**src/rtl/bll_pkg.sv**
```systemverilog
// shared types, constants and helpers of the linked list engine
package bll_pkg;

  localparam int CAPACITY = 64;
  localparam int NW       = $clog2(CAPACITY);
  localparam int LW       = $clog2(CAPACITY + 2);
  localparam int CNT_W    = 7;
  localparam int DATA_W   = 32;
  localparam int POS_W    = 6;

  localparam logic [LW-1:0] SENT_F = LW'(CAPACITY);
  localparam logic [LW-1:0] SENT_B = LW'(CAPACITY + 1);

  typedef enum logic [3:0] {
    FN_PUSH_FRONT, FN_PUSH_BACK, FN_POP_FRONT, FN_POP_BACK,
    FN_FRONT, FN_BACK, FN_FIND, FN_GET_AT,
    FN_DEL_VAL, FN_DEL_AT, FN_CLEAR, FN_REVERSE,
    FN_DUMP_FWD, FN_DUMP_BWD, FN_INS_AFTER, FN_INS_BEFORE
  } func_e;

  typedef enum logic [1:0] {
    ST_IDLE, ST_CHK, ST_WR, ST_OUT
  } state_e;

  // one write into the node store: a value, or a logical next/prev link
  typedef struct packed {
    logic              en;
    logic              is_val;
    logic              prv;
    logic [LW-1:0]     addr;
    logic [LW-1:0]     link;
    logic [DATA_W-1:0] value;
  } wr_t;

  // registered read word of one node
  typedef struct packed {
    logic [DATA_W-1:0] value;
    logic [LW-1:0]     fwd;
    logic [LW-1:0]     bwd;
  } rd_t;

  // one result word toward the output register
  typedef struct packed {
    logic              valid;
    logic              ok;
    logic [DATA_W-1:0] data;
    logic [POS_W-1:0]  fpos;
    logic [CNT_W-1:0]  total;
    logic              last;
  } emit_t;

  // lowest free node
  function automatic logic [NW-1:0] first_free(input logic [CAPACITY-1:0] m);
    logic [NW-1:0] r;
    r = '0;
    for (int i = CAPACITY - 1; i >= 0; i--) begin
      if (m[i]) r = NW'(i);
    end
    return r;
  endfunction

endpackage

```
**src/rtl/bll_store.sv**
```systemverilog
// node store: value and link memories plus the two sentinel link registers
module bll_store (
  input  logic            clk_i,
  input  logic            rst_ni,
  input  logic            rev_i,
  input  logic            clear_i,
  input  logic            rd_en_i,
  input  logic [bll_pkg::NW-1:0] rd_addr_i,
  input  bll_pkg::wr_t    wr_i,
  output bll_pkg::rd_t    rd_o,
  output logic [bll_pkg::LW-1:0] sent_f_link_o,
  output logic [bll_pkg::LW-1:0] sent_b_link_o
);
  import bll_pkg::*;

  logic [DATA_W-1:0] val_mem [CAPACITY];
  logic [LW-1:0]     fwd_mem [CAPACITY];
  logic [LW-1:0]     bwd_mem [CAPACITY];
  rd_t               rd_q;
  logic [LW-1:0]     sf_q, sb_q;
  logic              wr_node, phys_bwd;
  logic [NW-1:0]     wr_idx;

  assign wr_node  = wr_i.addr < LW'(CAPACITY);
  assign phys_bwd = wr_i.prv ^ rev_i;
  assign wr_idx   = wr_i.addr[NW-1:0];

  // memory read and write ports
  always_ff @(posedge clk_i) begin
    if (rd_en_i) begin
      rd_q.value <= val_mem[rd_addr_i];
      rd_q.fwd   <= fwd_mem[rd_addr_i];
      rd_q.bwd   <= bwd_mem[rd_addr_i];
    end
    if (wr_i.en && wr_node) begin
      if (wr_i.is_val) begin
        val_mem[wr_idx] <= wr_i.value;
      end else if (phys_bwd) begin
        bwd_mem[wr_idx] <= wr_i.link;
      end else begin
        fwd_mem[wr_idx] <= wr_i.link;
      end
    end
  end

  // sentinel links, each sentinel keeps its one live link
  always_ff @(posedge clk_i or negedge rst_ni) begin
    if (!rst_ni) begin
      sf_q <= SENT_B;
      sb_q <= SENT_F;
    end else if (clear_i) begin
      sf_q <= SENT_B;
      sb_q <= SENT_F;
    end else if (wr_i.en && !wr_node && !wr_i.is_val) begin
      if (wr_i.addr == SENT_F) sf_q <= wr_i.link;
      else sb_q <= wr_i.link;
    end
  end

  assign rd_o          = rd_q;
  assign sent_f_link_o = sf_q;
  assign sent_b_link_o = sb_q;

endmodule

```
**src/rtl/bll_seq.sv**
```systemverilog
// sequencer: walks the list, issues link writes, builds result words
module bll_seq (
  input  logic                       clk_i,
  input  logic                       rst_ni,
  input  logic                       in_valid_i,
  output logic                       in_stall_o,
  input  logic [3:0]                 func_i,
  input  logic [bll_pkg::DATA_W-1:0] value_i,
  input  logic [bll_pkg::POS_W-1:0]  position_i,
  input  logic [bll_pkg::CNT_W-1:0]  max_count_i,
  output bll_pkg::emit_t             emit_o,
  input  logic                       emit_ready_i,
  output logic                       rev_o,
  output logic                       clear_o,
  output logic                       rd_en_o,
  output logic [bll_pkg::NW-1:0]     rd_addr_o,
  output bll_pkg::wr_t               wr_o,
  input  bll_pkg::rd_t               rd_i,
  input  logic [bll_pkg::LW-1:0]     sent_f_i,
  input  logic [bll_pkg::LW-1:0]     sent_b_i
);
  import bll_pkg::*;

  state_e            state_q, state_d;
  func_e             func_q, func_d, func_in;
  logic [DATA_W-1:0] value_q, value_d;
  logic [POS_W-1:0]  pos_q, pos_d;
  logic [CNT_W-1:0]  lim_q, lim_d, cnt_q, cnt_d, idx_q, idx_d, lim_in;
  logic              rev_q, rev_d, ins_q, ins_d;
  logic [CAPACITY-1:0] free_q, free_d;
  logic [LW-1:0]     cur_q, cur_d, wp_q, wp_d, wq_q, wq_d, wn_q, wn_d;
  logic [2:0]        wstep_q, wstep_d;
  logic              res_ok_q, res_ok_d, res_last_q, res_last_d;
  logic [DATA_W-1:0] res_data_q, res_data_d;
  logic [POS_W-1:0]  res_fpos_q, res_fpos_d;

  logic [LW-1:0] nxt_l, prv_l, first_l, lastn_l, head_s, tail_s, alloc_l;
  logic [NW-1:0] alloc;
  logic          avail;

  // logical view of links under the reversed flag
  assign nxt_l   = rev_q ? rd_i.bwd : rd_i.fwd;
  assign prv_l   = rev_q ? rd_i.fwd : rd_i.bwd;
  assign first_l = rev_q ? sent_b_i : sent_f_i;
  assign lastn_l = rev_q ? sent_f_i : sent_b_i;
  assign head_s  = rev_q ? SENT_B : SENT_F;
  assign tail_s  = rev_q ? SENT_F : SENT_B;
  assign alloc   = first_free(free_q);
  assign alloc_l = LW'(alloc);
  assign avail   = |free_q;
  assign func_in = func_e'(func_i);
  assign lim_in  = (max_count_i < cnt_q) ? max_count_i : cnt_q;

  assign in_stall_o = state_q != ST_IDLE;
  assign rev_o      = rev_q;

  // control and payload registers
  always_ff @(posedge clk_i or negedge rst_ni) begin
    if (!rst_ni) begin
      state_q <= ST_IDLE;
      cnt_q   <= '0;
      rev_q   <= 1'b0;
      free_q  <= '1;
      wstep_q <= '0;
      idx_q   <= '0;
      ins_q   <= 1'b0;
    end else begin
      state_q <= state_d;
      cnt_q   <= cnt_d;
      rev_q   <= rev_d;
      free_q  <= free_d;
      wstep_q <= wstep_d;
      idx_q   <= idx_d;
      ins_q   <= ins_d;
    end
  end

  always_ff @(posedge clk_i) begin
    func_q     <= func_d;
    value_q    <= value_d;
    pos_q      <= pos_d;
    lim_q      <= lim_d;
    cur_q      <= cur_d;
    wp_q       <= wp_d;
    wq_q       <= wq_d;
    wn_q       <= wn_d;
    res_ok_q   <= res_ok_d;
    res_last_q <= res_last_d;
    res_data_q <= res_data_d;
    res_fpos_q <= res_fpos_d;
  end

  // next state and outputs
  always_comb begin
    state_d    = state_q;
    func_d     = func_q;
    value_d    = value_q;
    pos_d      = pos_q;
    lim_d      = lim_q;
    cnt_d      = cnt_q;
    rev_d      = rev_q;
    free_d     = free_q;
    cur_d      = cur_q;
    idx_d      = idx_q;
    wp_d       = wp_q;
    wq_d       = wq_q;
    wn_d       = wn_q;
    ins_d      = ins_q;
    wstep_d    = wstep_q;
    res_ok_d   = res_ok_q;
    res_last_d = res_last_q;
    res_data_d = res_data_q;
    res_fpos_d = res_fpos_q;
    clear_o    = 1'b0;
    rd_en_o    = 1'b0;
    rd_addr_o  = cur_q[NW-1:0];
    wr_o       = '0;
    emit_o       = '0;
    emit_o.ok    = res_ok_q;
    emit_o.data  = res_data_q;
    emit_o.fpos  = res_fpos_q;
    emit_o.total = cnt_q;
    emit_o.last  = res_last_q;

    unique case (state_q)
      ST_IDLE: begin
        if (in_valid_i) begin
          func_d     = func_in;
          value_d    = value_i;
          pos_d      = position_i;
          idx_d      = '0;
          wstep_d    = '0;
          res_ok_d   = 1'b0;
          res_data_d = '0;
          res_fpos_d = '0;
          res_last_d = 1'b1;
          state_d    = ST_OUT;
          unique case (func_in)
            FN_PUSH_FRONT, FN_PUSH_BACK: begin
              if (avail) begin
                wp_d    = (func_in == FN_PUSH_FRONT) ? head_s : lastn_l;
                wq_d    = (func_in == FN_PUSH_FRONT) ? first_l : tail_s;
                ins_d   = 1'b1;
                state_d = ST_WR;
              end
            end
            FN_POP_FRONT, FN_FRONT, FN_FIND, FN_DEL_VAL: begin
              if (cnt_q != '0) begin
                rd_en_o   = 1'b1;
                rd_addr_o = first_l[NW-1:0];
                cur_d     = first_l;
                state_d   = ST_CHK;
              end
            end
            FN_POP_BACK, FN_BACK: begin
              if (cnt_q != '0) begin
                rd_en_o   = 1'b1;
                rd_addr_o = lastn_l[NW-1:0];
                cur_d     = lastn_l;
                state_d   = ST_CHK;
              end
            end
            FN_GET_AT, FN_DEL_AT, FN_INS_AFTER, FN_INS_BEFORE: begin
              if ({1'b0, position_i} < cnt_q &&
                  (avail || func_in == FN_GET_AT || func_in == FN_DEL_AT)) begin
                rd_en_o   = 1'b1;
                rd_addr_o = first_l[NW-1:0];
                cur_d     = first_l;
                state_d   = ST_CHK;
              end
            end
            FN_CLEAR: begin
              clear_o  = 1'b1;
              free_d   = '1;
              cnt_d    = '0;
              rev_d    = 1'b0;
              res_ok_d = 1'b1;
            end
            FN_REVERSE: begin
              if (cnt_q > CNT_W'(1)) rev_d = ~rev_q;
              res_ok_d = 1'b1;
            end
            FN_DUMP_FWD, FN_DUMP_BWD: begin
              lim_d = lim_in;
              if (lim_in != '0) begin
                rd_en_o   = 1'b1;
                rd_addr_o = (func_in == FN_DUMP_FWD) ? first_l[NW-1:0] : lastn_l[NW-1:0];
                cur_d     = (func_in == FN_DUMP_FWD) ? first_l : lastn_l;
                state_d   = ST_CHK;
              end
            end
          endcase
        end
      end

      ST_CHK: begin
        case (func_q)
          FN_POP_FRONT, FN_POP_BACK, FN_FRONT, FN_BACK: begin
            res_ok_d   = 1'b1;
            res_data_d = rd_i.value;
            if (func_q == FN_POP_FRONT || func_q == FN_POP_BACK) begin
              wp_d = prv_l; wq_d = nxt_l; wn_d = cur_q; ins_d = 1'b0;
              state_d = ST_WR;
            end else begin
              state_d = ST_OUT;
            end
          end
          FN_FIND, FN_DEL_VAL: begin
            if (rd_i.value == value_q) begin
              res_ok_d = 1'b1;
              if (func_q == FN_FIND) begin
                res_fpos_d = idx_q[POS_W-1:0];
                state_d    = ST_OUT;
              end else begin
                res_data_d = value_q;
                wp_d = prv_l; wq_d = nxt_l; wn_d = cur_q; ins_d = 1'b0;
                state_d = ST_WR;
              end
            end else if ((idx_q + CNT_W'(1)) == cnt_q) begin
              state_d = ST_OUT;
            end else begin
              idx_d     = idx_q + CNT_W'(1);
              rd_en_o   = 1'b1;
              rd_addr_o = nxt_l[NW-1:0];
              cur_d     = nxt_l;
            end
          end
          FN_GET_AT, FN_DEL_AT, FN_INS_AFTER, FN_INS_BEFORE: begin
            if (idx_q == {1'b0, pos_q}) begin
              if (func_q == FN_GET_AT) begin
                res_ok_d   = 1'b1;
                res_data_d = rd_i.value;
                state_d    = ST_OUT;
              end else if (func_q == FN_DEL_AT) begin
                res_ok_d   = 1'b1;
                res_data_d = rd_i.value;
                wp_d = prv_l; wq_d = nxt_l; wn_d = cur_q; ins_d = 1'b0;
                state_d = ST_WR;
              end else begin
                wp_d    = (func_q == FN_INS_AFTER) ? cur_q : prv_l;
                wq_d    = (func_q == FN_INS_AFTER) ? nxt_l : cur_q;
                ins_d   = 1'b1;
                state_d = ST_WR;
              end
            end else begin
              idx_d     = idx_q + CNT_W'(1);
              rd_en_o   = 1'b1;
              rd_addr_o = nxt_l[NW-1:0];
              cur_d     = nxt_l;
            end
          end
          FN_DUMP_FWD, FN_DUMP_BWD: begin
            res_ok_d   = 1'b1;
            res_data_d = rd_i.value;
            res_last_d = (idx_q + CNT_W'(1)) == lim_q;
            state_d    = ST_OUT;
          end
          default: state_d = ST_IDLE;
        endcase
      end

      ST_WR: begin
        wr_o.en    = 1'b1;
        wr_o.value = value_q;
        wstep_d    = wstep_q + 3'd1;
        if (ins_q) begin
          // new node between p and q, one write per cycle
          case (wstep_q)
            3'd0: begin wr_o.is_val = 1'b1; wr_o.addr = alloc_l; end
            3'd1: begin wr_o.addr = alloc_l; wr_o.link = wq_q; end
            3'd2: begin wr_o.prv = 1'b1; wr_o.addr = alloc_l; wr_o.link = wp_q; end
            3'd3: begin wr_o.prv = 1'b1; wr_o.addr = wq_q; wr_o.link = alloc_l; end
            default: begin
              wr_o.addr     = wp_q;
              wr_o.link     = alloc_l;
              free_d[alloc] = 1'b0;
              cnt_d         = cnt_q + CNT_W'(1);
              res_ok_d      = 1'b1;
              state_d       = ST_OUT;
            end
          endcase
        end else begin
          // bridge p and q around the removed node
          if (wstep_q == 3'd0) begin
            wr_o.addr = wp_q;
            wr_o.link = wq_q;
          end else begin
            wr_o.prv = 1'b1;
            wr_o.addr = wq_q;
            wr_o.link = wp_q;
            free_d[wn_q[NW-1:0]] = 1'b1;
            cnt_d   = cnt_q - CNT_W'(1);
            state_d = ST_OUT;
          end
        end
      end

      ST_OUT: begin
        emit_o.valid = 1'b1;
        if (emit_ready_i) begin
          if ((func_q == FN_DUMP_FWD || func_q == FN_DUMP_BWD) && !res_last_q) begin
            idx_d     = idx_q + CNT_W'(1);
            rd_en_o   = 1'b1;
            rd_addr_o = (func_q == FN_DUMP_FWD) ? nxt_l[NW-1:0] : prv_l[NW-1:0];
            cur_d     = (func_q == FN_DUMP_FWD) ? nxt_l : prv_l;
            state_d   = ST_CHK;
          end else begin
            state_d = ST_IDLE;
          end
        end
      end
    endcase
  end

endmodule

```
**src/rtl/bounded_linked_list_engine_unit.sv**
```systemverilog
// Doubly linked list engine over a pool of 64 nodes. One request word is
// taken while the engine is idle; the engine then stalls its input until the
// last result word has entered the output register, which can hold a finished
// word while the next request is already accepted. All node work goes through
// one node store with a read port and a write port, read at most once per
// cycle by the walk sequencer, so the time per request is set by that walk:
// front, back and pops read an end node, find, delete by value and indexed
// requests walk k nodes from the front (up to 64), pushes and inserts write
// the new node and relink its neighbours, and pops and deletes relink around
// the removed node. A dump reads each element and sends it out before it
// reads the next, waiting on any output stall. No clearing pass is needed after reset.
module bounded_linked_list_engine_unit (
  input  logic                       clk_i,
  input  logic                       rst_ni,
  input  logic                       in_valid_i,
  output logic                       in_stall_o,
  input  logic [3:0]                 func_i,
  input  logic signed [31:0]         value_i,
  input  logic [5:0]                 position_i,
  input  logic [6:0]                 max_count_i,
  output logic                       out_valid_o,
  input  logic                       out_stall_i,
  output logic                       ok_o,
  output logic signed [31:0]         data_o,
  output logic [5:0]                 found_position_o,
  output logic [6:0]                 element_total_o,
  output logic                       is_empty_o,
  output logic                       last_o
);
  import bll_pkg::*;

  emit_t         emit;
  logic          emit_ready;
  logic          rev, clear, rd_en;
  logic [NW-1:0] rd_addr;
  wr_t           wr;
  rd_t           rd;
  logic [LW-1:0] sent_f, sent_b;
  logic          out_valid_q;
  emit_t         out_q;

  bll_seq u_seq (
    .clk_i        (clk_i),
    .rst_ni       (rst_ni),
    .in_valid_i   (in_valid_i),
    .in_stall_o   (in_stall_o),
    .func_i       (func_i),
    .value_i      (value_i),
    .position_i   (position_i),
    .max_count_i  (max_count_i),
    .emit_o       (emit),
    .emit_ready_i (emit_ready),
    .rev_o        (rev),
    .clear_o      (clear),
    .rd_en_o      (rd_en),
    .rd_addr_o    (rd_addr),
    .wr_o         (wr),
    .rd_i         (rd),
    .sent_f_i     (sent_f),
    .sent_b_i     (sent_b)
  );

  bll_store u_store (
    .clk_i         (clk_i),
    .rst_ni        (rst_ni),
    .rev_i         (rev),
    .clear_i       (clear),
    .rd_en_i       (rd_en),
    .rd_addr_i     (rd_addr),
    .wr_i          (wr),
    .rd_o          (rd),
    .sent_f_link_o (sent_f),
    .sent_b_link_o (sent_b)
  );

  // output word register
  assign emit_ready = !out_valid_q || !out_stall_i;

  always_ff @(posedge clk_i or negedge rst_ni) begin
    if (!rst_ni) begin
      out_valid_q <= 1'b0;
    end else if (emit_ready) begin
      out_valid_q <= emit.valid;
    end
  end

  always_ff @(posedge clk_i) begin
    if (emit_ready && emit.valid) out_q <= emit;
  end

  assign out_valid_o      = out_valid_q;
  assign ok_o             = out_q.ok;
  assign data_o           = out_q.data;
  assign found_position_o = out_q.fpos;
  assign element_total_o  = out_q.total;
  assign is_empty_o       = out_q.total == '0;
  assign last_o           = out_q.last;

endmodule

```
**config.mk**
```make
export PLATFORM = sky130hd
export DESIGN_NAME = bounded_linked_list_engine_unit
export DESIGN_NICKNAME = d
export VERILOG_FILES = /design/src/rtl/bll_pkg.sv /design/src/rtl/bll_store.sv /design/src/rtl/bll_seq.sv /design/src/rtl/bounded_linked_list_engine_unit.sv
export SDC_FILE = /design/constraint.sdc
export NUM_CORES = 2
export LEC_CHECK = 0
export ABC_AREA = 1
export CAP_MARGIN = 20
export CELL_PAD_IN_SITES_DETAIL_PLACEMENT = 1
export CELL_PAD_IN_SITES_GLOBAL_PLACEMENT = 1
export CORE_MARGIN = 3
export CORE_UTILIZATION = 37
export DETAILED_ROUTE_END_ITERATION = 12
export DONT_BUFFER_PORTS = 1
export PLACE_DENSITY_LB_ADDON = 0.1
export SETUP_SLACK_MARGIN = 0.1
export SLEW_MARGIN = 20
export SYNTH_ARGS = -nofsm -noshare
export SYNTH_HDL_FRONTEND = slang
export SYNTH_SLANG_ARGS = --single-unit
```
**constraint.sdc**
```tcl
create_clock -name clk_i -period 10.5 [get_ports clk_i]
set_input_delay 1.575 -clock clk_i [delete_from_list [all_inputs] [get_ports clk_i]]
set_output_delay 1.575 -clock clk_i [all_outputs]
set_load 0.005 [all_outputs]
```
**Yosys cells after proc, flatten, opt, wreduce, memory -nomap -nowiden**

Memories as Yosys holds them, arrays and structs flattened. A register that Yosys moved wholly into a read port is not among the register bits.
Index checks and enable logic that the tools add are counted.

- $add $sub $neg: 4
- Multipliers: 0
- Div/mod/pow operators: 0
- $lt $le $gt $ge: 8
- Equality and inequality tests: 78
- Shifts and indexed selects: 0
- Multiplexer cells: 260
- Bitwise logic cells: 5
- Reduce and logical (&&, ||, !) cells: 65

Operators with widths:

| operator | count |
|---|---|
| 2-to-1 mux 6 bit | 86 |
| 2-to-1 mux 7 bit | 56 |
| 2-to-1 mux 64 bit | 5 |
| 2-to-1 mux 32 bit | 6 |
| one-hot mux 64 bit (2 select lines) | 1 |
| one-hot mux 7 bit (3 select lines) | 5 |
| one-hot mux 32 bit (3 select lines) | 1 |
| one-hot mux 7 bit (2 select lines) | 6 |
| AND 64 bit | 1 |
| NOT 64 bit | 1 |
| bitwise OR 64 bit | 1 |
| one-hot mux 32 bit (2 select lines) | 1 |
| OR reduction 64 bit | 1 |
| 2-to-1 mux 1 bit | 57 |
| equality test 4 bit, second input constant | 14 |
| 2-to-1 mux 49 bit | 1 |
| one-hot mux 6 bit (3 select lines) | 2 |
| equality test 32 bit | 1 |
| equality test 4 x 3 -> 1 bit, second input constant | 8 |
| one-hot mux 7 bit (4 select lines) | 1 |
| inequality test 3 x 2 -> 1 bit, second input constant | 9 |
| one-hot mux 2 bit (4 select lines) | 3 |
| one-hot mux 6 bit (2 select lines) | 2 |
| one-hot mux 6 bit (4 select lines) | 1 |
| other kinds (57) | 150 |

- Register bits after elaboration: 263
- Latch bits: 0
- RAM bits: 2944
- Memory bits (read-only): 0
- Bits of input ports: 53
- Logic and storage cells: 450
- Memories: 3

Memory list:

| memory | words | width | rd ports | clocked after Yosys merged registers in | wr ports | line | source |
|---|---|---|---|---|---|---|---|
| u_store.val_mem | 64 | 32 | 1 | 1 | 1 | bll_store.sv:16 | `logic [DATA_W-1:0] val_mem [CAPACITY];` |
| u_store.bwd_mem | 64 | 7 | 1 | 1 | 1 | bll_store.sv:18 | `logic [LW-1:0] bwd_mem [CAPACITY];` |
| u_store.fwd_mem | 64 | 7 | 1 | 1 | 1 | bll_store.sv:17 | `logic [LW-1:0] fwd_mem [CAPACITY];` |

**Longest topological paths before layout**

- Depth in word-level cells: 73
- Mapped depth: 73
- Mapped depth without buffers: 73

**Modules after synthesis**

From an unflattened synthesis, not the netlist that was laid out.

- Cell total of the unflattened synthesis: 11925
- Area, all modules: 136149.3 µm²

Modules (own cells, without submodules):

| module | instances | cells each | area each (µm²) |
|---|---|---|---|
| bll_store | 1 | 9975 | 121004.8 |
| bll_seq | 1 | 1891 | 13665.6 |
| bounded_linked_list_engine_unit | 1 | 59 | 1478.9 |

**Worst setup path after synthesis**

OpenSTA, ideal clock, no wires.

- Path kind: reg2reg
- Start: register u_seq.free_q[63]
- End: memory u_store.bwd_mem[0][1] (netlist bit), data pin
- Setup time: 1.154 ns
- Data arrival time: 7.348 ns
- Setup slack: 1.998 ns
- Cell stages (with the launch flop): 37
- Path buffers: 0
- Cells stage by stage: dfstp_2 -> nor2_1 -> inv_1 -> a311oi_1 -> o31ai_1 -> o21ai_0 -> nand2_1 -> nand2_1 -> nand2_1 -> nand2_1 -> nand2_1 -> nand2_1 -> nand2_1 -> nand2_1 -> nand2_1 -> nand2_1 -> nand2_1 -> nand2_1 -> nand2_1 -> nand2_1 -> nand2_1 -> nand2_1 -> nand2_1 -> nand2_1 -> nand2_1 -> nand2_1 -> nand2_1 -> nand2_1 -> nand2_1 -> nand3_1 -> nand2_1 -> nand2_1 -> nor2_1 -> inv_1 -> o21ai_0 -> inv_1 -> nor3_1

RTL lines:

| element | line | source |
|---|---|---|
| from (decl) | bll_seq.sv:30 | `logic [CAPACITY-1:0] free_q, free_d;` |
| from (signal assigned) | bll_seq.sv:71 | `free_q <= free_d;` |
| to (decl) | bll_store.sv:18 |  |

**Worst setup path after layout**

- Start: register u_seq.cnt_q[6]
- End: register, netlist name u_store.rd_o[10]

- Word-level cells in the longest chain between the ends: 7
- Elaborated cells between the ends (all ways): 26
- Classes of those cells: order compare (2); eq/ne (1); mux (20); reduce/logical (3)

Ends and longest elaborated chain:

| element | line | source |
|---|---|---|
| from (decl) | bll_seq.sv:28 | `logic [CNT_W-1:0] lim_q, lim_d, cnt_q, cnt_d, idx_q, idx_d, lim_in;` |
| from (signal assigned) | bll_seq.sv:69 | `cnt_q <= cnt_d;` |
| < comparator 7 bit | bll_seq.sv:52 | `assign lim_in = (max_count_i < cnt_q) ? max_count_i : cnt_q;` |
| 2-to-1 mux 7 bit | bll_seq.sv:52 |  |
| nonzero test 7 bit | bll_seq.sv:185 | `if (lim_in != '0) begin` |
| 2-to-1 mux 6 bit or 2-to-1 mux 1 bit (tied branches) | bll_seq.sv:185 |  |
| one-hot mux 6 bit (4 select lines) or one-hot mux 1 bit (3 select lines) (tied branches) | bll_seq.sv:138 | `unique case (func_in)` |
| 2-to-1 mux 6 bit or 2-to-1 mux 1 bit (tied branches) | bll_seq.sv:127 | `if (in_valid_i) begin` |
| one-hot mux 6 bit (3 select lines) or one-hot mux 1 bit (3 select lines) (tied branches) | bll_seq.sv:125 | `unique case (state_q)` |

Several ways; a longest one is shown, not always the timed one.
A chain may end at the register's enable or synchronous reset.

==> results.tsv <==
metric	value	unit
status	finished, final reports clean	
Worst-Margin Slew	1.19	ns
design area	151000	sq um
Iteration-0 DRC Markers	8764	
Routed WL per cell	29.0	um
Die H	606	um
Post-route DRC	0	
count of cell types in the netlist	60	
vias in the first global route	91200	
FF+latch area	97300	sq um
post-synthesis sequential area ratio	73.1	%
core area	357000	sq um
R2R depth	27	
Post-DP Area	140000	sq um
crit path time final	7.42	ns
Reg clk slew, reported paths	0.06	ns
Async SR Flop Fraction	3.07	%
Max FO, Critical Path	81	
Die W	606	um
Crit-path slowest cell	o211ai_1	
EDFF count, synth	3153	
most common cell in the netlist	edfxtp_1	
crit end category	flop	
post-layout util	42.3	%
area of the multi-input gates	32500	sq um
Via density	5.69	
Min Hold Slack	0.341	ns
Clock Latency Late Sink	0.95	ns
Root Buffer	clkbuf_16	
CP Launch Type	flop	
first-pass GRT wire length	656	mm
Post-Route WL	453	mm
Port Buffers	0	
Final nets	10600	
#FFs+latches synth	3253	
crit path DAT	8.13	ns
Initial Util	37.3	%
mapped cell area	133000	sq um
Clock Path Buffers	4	
Post-Syn Area per Cell	12.5	sq um
Worst path top cell family by delay	simple AND/OR/NAND/NOR gates	
critical path buffer and inverter count	7	
flop2flop setup slack	3.08	ns
critical setup path kind	flop to flop	
final RePlAce weighted congestion	0.827	
Final setup viols	0	
worst reg2reg path startpoint	u_seq.cnt_q[6]	
drt pass-1 iters	8	
most instantiated cells after synthesis	edfxtp_1, nor2_1, o21ai_0	
antenna-violating nets left	0	
post-synth top area cell	edfxtp_1	
post-cts sizing count	0	
Yosys warnings	0	
GRT Total Usage	24.2	%
Max Cap Viol	0	
io pins	103	
Hold WC Path Type	input pin to async pin	
Post-synth top flop	edfxtp_1	
top cells by area, synth	edfxtp_1, nor2_1, o21ai_0, o32ai_1, clkbuf_1	
via count	88800	
CTS tree	built	
DP HPWL	279	mm
final hold vios	0	
die area	367000	sq um
Net Count, Synth	10700	
Worst path most repeated cell	nand2_1	
total CTS buffers	368	
H-tree Lvls	5	
fmax	0.135	GHz
final-layout fill cell count	36700	
crit-path max cell delay	0.72	ns
top cell type's share of synthesized area	71.2	%
clock skew	0.0642	ns
Slew Limit Fails	0	
pin count of the biggest net entering global routing	159	
Mapped Cells	10700	
post-route clock period utilization	70.6	%
WP data required	11.21	ns
number of core rows	219	
share of cells above drive strength 1	8.92	%
Critical R2R Capture	u_store.rd_o[10]	
post-CTS setup buffers	0	
synthesis-to-finish area growth	13.6	%
RSZ-0062 raised after global routing	false	
initial antenna violation count	25	
TNS Setup	0	ns
total gr overflow	0	
Sink Count	3253	
hold_buf cts	0	
Rel. slew slack	20.6	%
[area by class of cell]
class | count | share of cell area (%)
timing repair buffer | 265 | 1.95
tap | 4751 | 3.93
inverter | 269 | 0.704
clock inverter | 209 | 1.15
multi-input combinational | 6403 | 21.5
sequential | 3253 | 64.4
clock buffer | 450 | 6.38
antenna | 11 | 0.0182
[state kept, by name (all words and copies together), names as in the netlist, 3 cells and up]
signal / cells
u_store.fwd_mem: 448
u_seq.wstep_q: 3
u_store.sent_b_link_o: 7
u_seq.wn_q: 6
u_seq.pos_q: 6
element_total_o: 7
u_store.bwd_mem: 448
u_store.rd_o: 46
u_seq.cnt_q: 7
u_seq.lim_q: 7
u_seq.res_fpos_q: 6
u_seq.idx_q: 7
u_seq.res_data_q: 32
u_store.sent_f_link_o: 7
u_seq.free_q: 64
u_store.val_mem: 2048
data_o: 32
u_seq.wp_q: 7
u_seq.wq_q: 7
u_seq.cur_q: 7
u_seq.value_q: 32
found_position_o: 6
u_seq.func_q: 4
[worst max path at each step]
stage | start | to | slack (ns) | cells after the start
2_1_floorplan | u_seq.free_q[63] | u_store.bwd_mem[0][1] | 2.00 | 36
3_3_place_gp | u_seq.free_q[63] | u_store.val_mem[3][18] | 2.12 | 70
3_5_place_dp | max_count_i[6] | u_store.rd_o[10] | 2.48 | 26
4_1_cts | u_seq.free_q[62] | u_store.val_mem[12][29] | 3.20 | 72
5_1_grt | u_seq.free_q[62] | u_store.val_mem[12][19] | 2.37 | 72
6_report | u_seq.cnt_q[6] | u_store.rd_o[10] | 3.08 | 27
[per-layer routing]
layer,wire [um],vias up,GRT usage [%]
met5,54,-,0
met4,10700,8,5.58
met3,23000,599,3.16
met2,212000,2277,39.0
met1,208000,46700,34.7
li1,-,39200,-
[worst register-to-register path: stages (launching register included)]
cell,delay [ns]
dfrtp_1,0.53
inv_1,0.24
ha_1,0.37
nand2_1,0.08
o211ai_1,0.72
nand2_1,0.10
o21ai_0,0.16
nand4_1,0.16
nor4_2,0.19
buf_4,0.24
nand2_1,0.08
nand2_1,0.09
inv_1,0.05
nand3_1,0.07
nand2_1,0.11
inv_1,0.11
nand2_1,0.05
nand4_1,0.15
nand2_4,0.18
inv_8,0.40
buf_12,0.65
buf_4,0.69
nor2_1,0.11
o32ai_1,0.39
nor2_1,0.12
o221ai_1,0.37
nand3_1,0.44
nand2_1,0.38
[per-stage QoR]
stage / setup WS (ns) / cells
final: 3.08 / 15600
after detailed placement: 2.48 / 14900
after global placement: 2.12 / 14900
after floorplan: 2.00 / 10700
after CTS: 3.20 / 15600
after global routing: 2.37 / 15600
[placed cells by master, fill, tap and decap left out, types with 8 or more instances in the layout]
cell,instances
clkbuf_16,374
nor2_4,65
clkinv_1,113
inv_1,219
o31ai_1,8
bufinv_16,25
inv_6,11
buf_12,63
nor4_1,12
xor2_1,21
clkinv_2,77
nor2_1,2902
ha_1,22
o32ai_1,736
nand3_1,142
buf_4,191
nand4_1,16
a21oi_1,125
clkbuf_1,76
buf_16,8
dfrtp_1,32
edfxtp_1,3153
nor3_1,13
dfstp_2,67
o2111ai_1,9
nand2_1,584
o211ai_1,21
o221ai_1,191
clkinvlp_4,10
diode_2,11
xnor2_1,24
nor3_2,15
o21ai_0,1400
o22ai_1,12
[kinds of logic (layout without fill, tap and decap cells)]
group	Yosys count	count (layout)	share of synthesized area (%)
AND/OR/NAND/NOR	3785	3785	11.0
flip-flops	3253	3253	73.1
AO/OA/AOI/OAI	2548	2548	12.4
buffers and inverters	997	1193	2.98
XOR/XNOR	45	45	0.296
adder cells (fa/ha/maj)	24	24	0.226
multiplexers	1	1	0.00752
other	0	11	0
Power is not shown: default switching activity piles up to over one toggle a cycle in this logic, so the estimate is an artifact.
